===== config.mk =====
export PLATFORM = sky130hd
export DESIGN_NAME = bounded_indexed_list
export DESIGN_NICKNAME = d
export VERILOG_FILES = /design/src/sv/bil_pkg.sv /design/src/sv/bil_cell.sv /design/src/sv/bil_gather.sv /design/src/sv/bounded_indexed_list.sv
export SDC_FILE = /design/constraint.sdc
export NUM_CORES = 2
export LEC_CHECK = 0
export ABC_AREA = 1
export BUFFER_PORTS_ARGS = -buffer_cell sky130_fd_sc_hd__buf_2
export CAP_MARGIN = 10
export CORE_MARGIN = 4
export CORE_UTILIZATION = 30
export DETAILED_ROUTE_END_ITERATION = 7
export GPL_TIMING_DRIVEN = 0
export HOLD_SLACK_MARGIN = 0.06
export SETUP_SLACK_MARGIN = 0.05
export SYNTH_ARGS = -nofsm -noshare
export SYNTH_HDL_FRONTEND = slang
export SYNTH_SLANG_ARGS = --single-unit

===== constraint.sdc =====
create_clock -name clock -period 11.2 [get_ports clock]
set_input_delay 2.8 -clock clock [delete_from_list [all_inputs] [get_ports clock]]
set_output_delay 2.8 -clock clock [all_outputs]
set_load 0.1 [all_outputs]

===== src/sv/bil_pkg.sv =====
`timescale 1ns / 1ps
// ----------------------------------------------------------------------------
// bil_pkg: shared types for the bounded indexed list
// Operation codes, request and response payloads, the per-cell control group
// and the controller states.
// ----------------------------------------------------------------------------
package bil_pkg;

   // Operation codes carried in the request kind field
   typedef enum logic [2:0] {
      OP_INSERT  = 3'd0,
      OP_REMOVE  = 3'd1,
      OP_REPLACE = 3'd2,
      OP_SELECT  = 3'd3,
      OP_SEARCH  = 3'd4
   } op_kind_type;

   // Request payload
   typedef struct packed {
      logic [2:0]         kind;
      logic [4:0]         position;
      logic signed [31:0] operand_value;
   } bil_req_type;

   // Response payload
   typedef struct packed {
      logic               ok;
      logic signed [31:0] read_value;
      logic [4:0]         found_position;
      logic [4:0]         count;
      logic               is_empty;
      logic               is_full;
   } bil_rsp_type;

   // Broadcast control from the controller to every cell
   typedef struct packed {
      logic capture;     // sample compare and select flags
      logic do_insert;   // accepted insert, shift up from position
      logic do_remove;   // accepted remove, shift down onto position
      logic do_replace;  // accepted overwrite at position
   } bil_cell_ctl_type;

   // Controller states
   typedef enum logic [1:0] {
      ST_IDLE,
      ST_EXEC,
      ST_REPORT
   } bil_state_type;

endpackage


===== src/sv/bil_cell.sv =====
`timescale 1ns / 1ps
// ----------------------------------------------------------------------------
// bil_cell: one list slot
// Holds one entry, takes its left or right neighbor on insert and remove,
// and registers its own search match and select flags.
// ----------------------------------------------------------------------------
module bil_cell import bil_pkg::*; #(
   parameter int INDEX      = 0,
   parameter int AW         = 5,
   parameter int VALUE_BITS = 32
) (
   input  logic                  clock,
   input  bil_cell_ctl_type      ctl,
   input  logic [AW-1:0]         position,
   input  logic [AW-1:0]         count,
   input  logic [AW-1:0]         target,
   input  logic [VALUE_BITS-1:0] operand,
   input  logic [VALUE_BITS-1:0] left_value,
   input  logic [VALUE_BITS-1:0] right_value,
   output logic [VALUE_BITS-1:0] value,
   output logic                  hit,
   output logic                  pick
);

   localparam logic [AW-1:0] IDX = AW'(INDEX);

   logic [VALUE_BITS-1:0] value_ff, value_in;
   logic                  hit_ff, hit_in;
   logic                  pick_ff, pick_in;

   // Next entry value: shift, overwrite or hold
   always_comb begin
      value_in = value_ff;
      if (ctl.do_insert) begin
         if (IDX == position) begin
            value_in = operand;
         end else if (IDX > position && IDX <= count) begin
            value_in = left_value;
         end
      end else if (ctl.do_remove) begin
         if (IDX >= position && (IDX + AW'(1)) < count) begin
            value_in = right_value;
         end
      end else if (ctl.do_replace) begin
         if (IDX == position) begin
            value_in = operand;
         end
      end
   end

   // Match and select flags, sampled against the pre-operation entry
   always_comb begin
      hit_in  = hit_ff;
      pick_in = pick_ff;
      if (ctl.capture) begin
         hit_in  = (IDX < count) && (value_ff == operand);
         pick_in = (IDX == target);
      end
   end

   always_ff @(posedge clock) begin
      value_ff <= value_in;
      hit_ff   <= hit_in;
      pick_ff  <= pick_in;
   end

   assign value = value_ff;
   assign hit   = hit_ff;
   assign pick  = pick_ff;

endmodule


===== src/sv/bil_gather.sv =====
`timescale 1ns / 1ps
// ----------------------------------------------------------------------------
// bil_gather: result collection across the cell row
// Finds the first matching cell and reads out the picked cell's entry.
// ----------------------------------------------------------------------------
module bil_gather import bil_pkg::*; #(
   parameter int DEPTH      = 16,
   parameter int AW         = 5,
   parameter int VALUE_BITS = 32
) (
   input  logic [DEPTH-1:0]      hit,
   input  logic [DEPTH-1:0]      pick,
   input  logic [VALUE_BITS-1:0] values [DEPTH],
   output logic                  any_hit,
   output logic [AW-1:0]         first_hit,
   output logic [VALUE_BITS-1:0] read_data
);

   logic [DEPTH-1:0] first_onehot;

   // Isolate the lowest set match bit
   assign first_onehot = hit & (~hit + DEPTH'(1));
   assign any_hit      = |hit;

   // One-hot to index
   always_comb begin
      first_hit = '0;
      for (int i = 0; i < DEPTH; i++) begin
         if (first_onehot[i]) begin
            first_hit = first_hit | AW'(i);
         end
      end
   end

   // AND-OR read of the picked cell, zero when none is picked
   always_comb begin
      read_data = '0;
      for (int i = 0; i < DEPTH; i++) begin
         if (pick[i]) begin
            read_data = read_data | values[i];
         end
      end
   end

endmodule


===== src/sv/bounded_indexed_list.sv =====
`timescale 1ns / 1ps
// ----------------------------------------------------------------------------
// bounded_indexed_list: ordered list of signed words addressed by position
// Top level: controller, row of entry cells and result collection.
// ----------------------------------------------------------------------------
// Usage:
//   A request (insert, remove, replace, select or search) transfers at a
//   rising edge with start high and busy low. busy stays high after that
//   edge while the cells shift or compare and the result is collected.
//   The response is shown on rsp_data for exactly one cycle, marked by
//   rsp_valid, once busy has dropped; it must be taken
//   then, as the receiver cannot stall the block.
//   The block takes no new request while busy. The cycle after the transfer
//   the whole row shifts in place and every cell compares in parallel;
//   the next cycle encodes the first match and reads the picked cell.
//   busy drops as the response register loads, so the next request may
//   transfer in the same cycle the response is shown.
//   Reset empties the list (count 0) and clears busy and rsp_valid; entry
//   contents are not cleared, as only entries below the count are read.
// ----------------------------------------------------------------------------
module bounded_indexed_list import bil_pkg::*; #(
   parameter int DEPTH      = 16,
   parameter int VALUE_BITS = 32
) (
   input  logic        clock,
   input  logic        reset,
   input  logic        start,
   output logic        busy,
   input  bil_req_type req_data,
   output logic        rsp_valid,
   output bil_rsp_type rsp_data
);

   localparam int CW = $clog2(DEPTH + 1);
   localparam int AW = (CW > 5) ? CW : 5;

   bil_state_type    state_ff, state_in;
   bil_req_type      cmd_ff, cmd_in;
   logic [CW-1:0]    count_ff, count_in;
   logic             ok_ff, ok_in;
   bil_rsp_type      rsp_ff, rsp_in;
   logic             rsp_valid_ff, rsp_valid_in;

   logic             accept;
   logic             capture;
   bil_cell_ctl_type cell_ctl;
   logic [AW-1:0]    pos_ext, count_ext, target;
   logic [VALUE_BITS-1:0] operand;
   logic             ins_ok, idx_ok;

   logic [VALUE_BITS-1:0] cell_value [DEPTH];
   logic [VALUE_BITS-1:0] left_w     [DEPTH];
   logic [VALUE_BITS-1:0] right_w    [DEPTH];
   logic [DEPTH-1:0]      hit_vec, pick_vec;
   logic                  any_hit;
   logic [AW-1:0]         first_hit;
   logic [VALUE_BITS-1:0] read_data;
   logic [63:0]           read_wide;
   logic [AW-1:0]         count_after;

   assign accept = start && !busy;

   // Next state
   always_comb begin
      state_in = state_ff;
      case (state_ff)
         ST_IDLE:   if (accept) state_in = ST_EXEC;
         ST_EXEC:   state_in = ST_REPORT;
         ST_REPORT: state_in = ST_IDLE;
         default:   state_in = ST_IDLE;
      endcase
   end

   // State outputs
   always_comb begin
      busy    = (state_ff != ST_IDLE);
      capture = (state_ff == ST_EXEC);
   end

   // Command capture
   assign cmd_in = accept ? req_data : cmd_ff;

   // Operand and range checks
   assign operand   = VALUE_BITS'(64'(signed'(cmd_ff.operand_value)));
   assign pos_ext   = AW'(cmd_ff.position);
   assign count_ext = AW'(count_ff);
   assign ins_ok    = (pos_ext <= count_ext) && (count_ff != CW'(DEPTH));
   assign idx_ok    = (pos_ext < count_ext);
   assign target    = idx_ok ? pos_ext : (count_ext - AW'(1));

   // Operation decode for the cell row
   always_comb begin
      cell_ctl         = '0;
      cell_ctl.capture = capture;
      ok_in            = ok_ff;
      count_in         = count_ff;
      if (capture) begin
         ok_in = 1'b0;
         case (op_kind_type'(cmd_ff.kind))
            OP_INSERT: begin
               cell_ctl.do_insert = ins_ok;
               ok_in              = ins_ok;
               if (ins_ok) count_in = count_ff + CW'(1);
            end
            OP_REMOVE: begin
               cell_ctl.do_remove = idx_ok;
               ok_in              = idx_ok;
               if (idx_ok) count_in = count_ff - CW'(1);
            end
            OP_REPLACE: begin
               cell_ctl.do_replace = idx_ok;
               ok_in               = idx_ok;
            end
            OP_SELECT: begin
               ok_in = idx_ok;
            end
            default: begin
               ok_in = 1'b0;
            end
         endcase
      end
   end

   // Cell row
   for (genvar i = 0; i < DEPTH; i++) begin : g_cell
      if (i == 0) begin : g_left_edge
         assign left_w[i] = cell_value[i];
      end else begin : g_left
         assign left_w[i] = cell_value[i-1];
      end
      if (i == DEPTH - 1) begin : g_right_edge
         assign right_w[i] = cell_value[i];
      end else begin : g_right
         assign right_w[i] = cell_value[i+1];
      end

      bil_cell #(
         .INDEX      (i),
         .AW         (AW),
         .VALUE_BITS (VALUE_BITS)
      ) u_cell (
         .clock       (clock),
         .ctl         (cell_ctl),
         .position    (pos_ext),
         .count       (count_ext),
         .target      (target),
         .operand     (operand),
         .left_value  (left_w[i]),
         .right_value (right_w[i]),
         .value       (cell_value[i]),
         .hit         (hit_vec[i]),
         .pick        (pick_vec[i])
      );
   end

   bil_gather #(
      .DEPTH      (DEPTH),
      .AW         (AW),
      .VALUE_BITS (VALUE_BITS)
   ) u_gather (
      .hit       (hit_vec),
      .pick      (pick_vec),
      .values    (cell_value),
      .any_hit   (any_hit),
      .first_hit (first_hit),
      .read_data (read_data)
   );

   // Response assembly
   assign read_wide   = 64'(signed'(read_data));
   assign count_after = AW'(count_ff);

   always_comb begin
      rsp_in                = '0;
      rsp_in.count          = count_after[4:0];
      rsp_in.is_empty       = (count_ff == '0);
      rsp_in.is_full        = (count_ff == CW'(DEPTH));
      rsp_in.ok             = ok_ff;
      case (op_kind_type'(cmd_ff.kind))
         OP_SELECT: begin
            rsp_in.read_value = read_wide[31:0];
         end
         OP_SEARCH: begin
            rsp_in.ok             = any_hit;
            rsp_in.found_position = any_hit ? first_hit[4:0] : count_after[4:0];
         end
         default: begin
            rsp_in.read_value = '0;
         end
      endcase
   end

   assign rsp_valid_in = (state_ff == ST_REPORT);

   // Control registers
   always_ff @(posedge clock) begin
      if (reset) begin
         state_ff     <= ST_IDLE;
         count_ff     <= '0;
         rsp_valid_ff <= 1'b0;
      end else begin
         state_ff     <= state_in;
         count_ff     <= count_in;
         rsp_valid_ff <= rsp_valid_in;
      end
   end

   // Payload registers
   always_ff @(posedge clock) begin
      cmd_ff <= cmd_in;
      ok_ff  <= ok_in;
      if (rsp_valid_in) begin
         rsp_ff <= rsp_in;
      end
   end

   assign rsp_valid = rsp_valid_ff;
   assign rsp_data  = rsp_ff;

endmodule

==> summary.md <==
| Metric | Value |
|---|---|
| Hold Path Class | flip-flop to flip-flop |
| WL/cell | 46.9 um |
| Synth cell types | 49 |
| CTS Buffer Depth | 3 |
| Worst-path cell chain | clkbuf_1 > inv_1 > clkbuf_1 > nand2_1 > nand4_1 > nor3_1 > nand3_1 > nor2_1 |
| Max-slew violations | 2 |
| Ports | 90 |
| Reg power frac | 40.8% |
| Met2 usage | 66.1% |
| Tmin final | 5.20 ns |
| P_sw | approximately 2.1 mW |
| First-pass GRT wire length | 466000 um |
| GR peak layer | met2 |
| Final period util | 46.5% |
| CP arrival | 5.65 ns |
| Initial cell density of the core | 30.2% |
| Final setup TNS | 0 ns |
| Initial drt markers | 9295 |
| Most Frequent Cell on Critical Path | clkbuf_1 |
| Most frequent cells in the layout | nand2_1 (1904), o21ai_0 (652), edfxtp_1 (630) |
| Internal reg-to-reg setup slack | about 6.0 ns |
| TritonRoute pass-1 iters | 8 |
| Fmax | 0.192 GHz |
| R2R depth | 8 |
| Routed Antenna Nets | 0 |
| Placement Setup Slack | ~6.5 ns |
| Sw frac | 31.9% |
| Clock skew | 0.0409 ns |
| Worst Tran Pin Value | around 1.6 ns |
| Syn nets | 5757 |
| H-tree depth | 3 |
| Synth Area in Compound Gates | between 10% and 20% |
| Routed vias/inst | 6.34 |
| Worst-path maximum fanout | 10 |
| Critical Path RT | 11.64 ns |
| Fill cells | approximately 16000 |
| Clock power frac | 44.7% |
| Worst reg2reg endpoint | g_cell[13].u_cell.hit |
| Max_slew headroom | -4.92% |
| Overall Global Routing Usage | 47.3% |
| Post-CTS Setup Repair Bufs | 0 |
| Global route overflow | 0 |
| Synth Register Bits | about 640 |
| Portion of netlist area occupied by mux cells | 0% |
| Delay-heaviest family, CP | buffers and inverters |
| Tot Pwr | 6.56 mW |
| Critical-path top delay cell | clkbuf_1 |
| CTS Hold Bufs | 0 |
| Pwr per Cell Area | 131 nW/um^2 |
| Pleak | 19.0 nW |
| PostCTS Resize Cnt | 0 |
| WP buf/inv | 3 |
| Layout cells sized above 1 | 8.98% |
| Hold depth | 0 |
| Synth-to-Final Area Change | 15.4% |
| Critical path class | flip-flop to flip-flop |
| Clock Sinks | between 600 and 700 |
| Die ar. | 151000 um^2 |
| Comb pwr share | 14.5% |
| Die extent in x | 388 um |
| # rows | between 100 and 150 |
| DR DRC count | 2 |
| Hold_sp | count_after[4] |
| Final setup fails | 0 |
| CTS Root Cell | clkbuf_16 |
| Via count | around 50000 |
| Cell Int Power | 4.47 mW |
| Synth Area in XOR/XNOR | under 10% |
| Status | finished with violations |
| Post-synthesis adder-cell area fraction | 0.289% |
| Die Y | a little under 400 um |
| Synth Warn # | 0 |
| Worst skew pair latency | 0.76 ns |
| Reg area | around 19000 um^2 |
| CTS tree | built |
| Max_cap viols | 1 |
| Vias in the first global route | between 40000 and 50000 |
| Clock-pin transition on the worst setup and hold timing paths | 0.06 ns |
| Main combinational cell family by area after synthesis | simple AND/OR/NAND/NOR gates |
| Num CTS Buffers | between 80 and 90 |
| Mean Syn Cell Area | 7.59 um^2 |
| Final nets | 5980 |
| Setup ws final | 6.00 ns |
| Routed wire length | 371000 um |
| Peak supply drop | about 130 uV |
| Worst stage delay on the critical path | 0.97 ns |
| Final Wtd Congestion | 1.09 |
| Crit start category | flip-flop |
| Crit end category | flip-flop |
| Most common cell after layout, fill and taps aside | nand2_1 |
| Largest net degree at the start of global routing | 28 |
| Core footprint | 143000 um^2 |
| Count of final hold-check violations | 0 |
| Post-synthesis sequential area ratio | between 40 and 50% |
| Synthesized instance count | 5704 |
| Hpwl dp | 303000 um |
| Met3 Use GR | 13.9% |
| Worst Hold Path EP | rsp_data[6] |
| Unrepaired setup endpoints after global routing | no |
| Crit Reg-Reg Startpoint | operand[14] |
| Cell area after synthesis | 43300 um^2 |
| Port Buffers | 89 |
| Failing checks | DRC, capacitance limit, slew limit |
| Grt met1 use | 62.4% |
| Initial antenna violation count | 33 |
| Multi-input logic area | about 21000 um^2 |
| Simple-Gate Fraction of Synth Area | about 29% |
-- state kept, by name (all words and copies together) (netlist names), 2 cells and up --
| name | flops |
|---|---|
| g_cell.u_cell.value | 512 |
| g_cell.u_cell.hit | 16 |
| operand | 32 |
| rsp_data | 45 |
| g_cell.u_cell.pick | 16 |
| pos_ext | 5 |
| count_after | 5 |
| state_ff | 2 |
| cmd_ff | 3 |
-- cell usage after synthesis, drive strengths merged --
cell	number	area, um^2
a221oi	20	175
o22ai	169	1060
xnor2	170	1490
nand3	535	2850
xor2	134	1170
nor4	37	231
nand4	90	569
or3	1	6.26
nand3b	1	7.51
nor3	46	241
a31oi	17	106
o21bai	11	82.6
inv	337	1270
dfxtp	8	160
o211ai	40	300
o2111ai	3	26.3
o221ai	6	52.6
edfxtp	630	18900
nand2	1936	7400
and3	1	6.26
a41oi	6	52.6
o31ai	1	7.51
a21oi	40	200
clkbuf	252	946
nor2	308	1180
or2	5	31.3
clkinv	4	15.0
o21ai	653	3270
a22o	38	333
ha	10	125
a211oi	4	30.0
buf	189	983
nor3b	2	15.0
-- worst max-delay path by stage --
stage	end	slack (ns)	startpoint	depth (start not counted)
floorplan	cmd_ff[37]	6.24	start	2
global placement	operand[11]	4.08	start	3
detailed placement	rsp_data[20]	6.50	g_cell[11].u_cell.pick	6
CTS	rsp_data[20]	6.49	g_cell[11].u_cell.pick	6
global route	g_cell[13].u_cell.hit	6.47	operand[14]	8
finish	g_cell[13].u_cell.hit	6.00	operand[14]	8
-- final cells by class --
| type | count | share of cell area [%] |
|---|---|---|
| Tap cell | 1903 | 4.76 |
| Clock buffer | 109 | 4.48 |
| Multi-Input combinational cell | 4284 | 42.3 |
| Timing Repair Buffer | 137 | 2.59 |
| Sequential cell | 638 | 38.2 |
| Clock inverter | 44 | 1.06 |
| Antenna cell | 21 | 0.105 |
| Inverter | 341 | 2.58 |
| Buffer | 441 | 3.91 |
-- power groups by stage --
stage / clock, mW / sequential, mW / combinational, mW
3_5_place_dp: 0 / 2.73 / 0.878
3_3_place_gp: 0 / 2.73 / 0.856
6_report: 2.93 / 2.68 / 0.949
5_1_grt: 2.99 / 2.68 / 0.929
4_1_cts: 2.91 / 2.68 / 0.880
2_1_floorplan: 0 / 2.74 / 0.374
-- routing by layer --
| layer | vias up | wire length [um] |
|---|---|---|
| met3 | 849 | 45100 |
| met2 | 4574 | 148000 |
| met5 | - | 138 |
| li1 | 19800 | - |
| met1 | 25000 | 146000 |
| met4 | 12 | 32300 |
-- cell families after synthesis --
| group | Yosys count |
|---|---|
| and+or+nand+nor | 2962 |
| AOI/OAI and AO/OA | 1008 |
| buffers and inverters | 782 |
| DFF | 638 |
| xor gates and xnor gates | 304 |
| adders and majority gates | 10 |
-- metrics by stage --
step,hold WS [ns],area [um^2],cells,utilization (%)
6_report,0.444,50000,7918,34.8
5_1_grt,0.473,49900,7897,34.8
4_1_cts,0.444,49900,7895,34.8
3_5_place_dp,0.431,47100,7742,32.8
3_3_place_gp,0.428,46100,7696,32.2
2_1_floorplan,0.409,43300,5704,-
No activity file was read; power rests on OpenSTA's default activity.
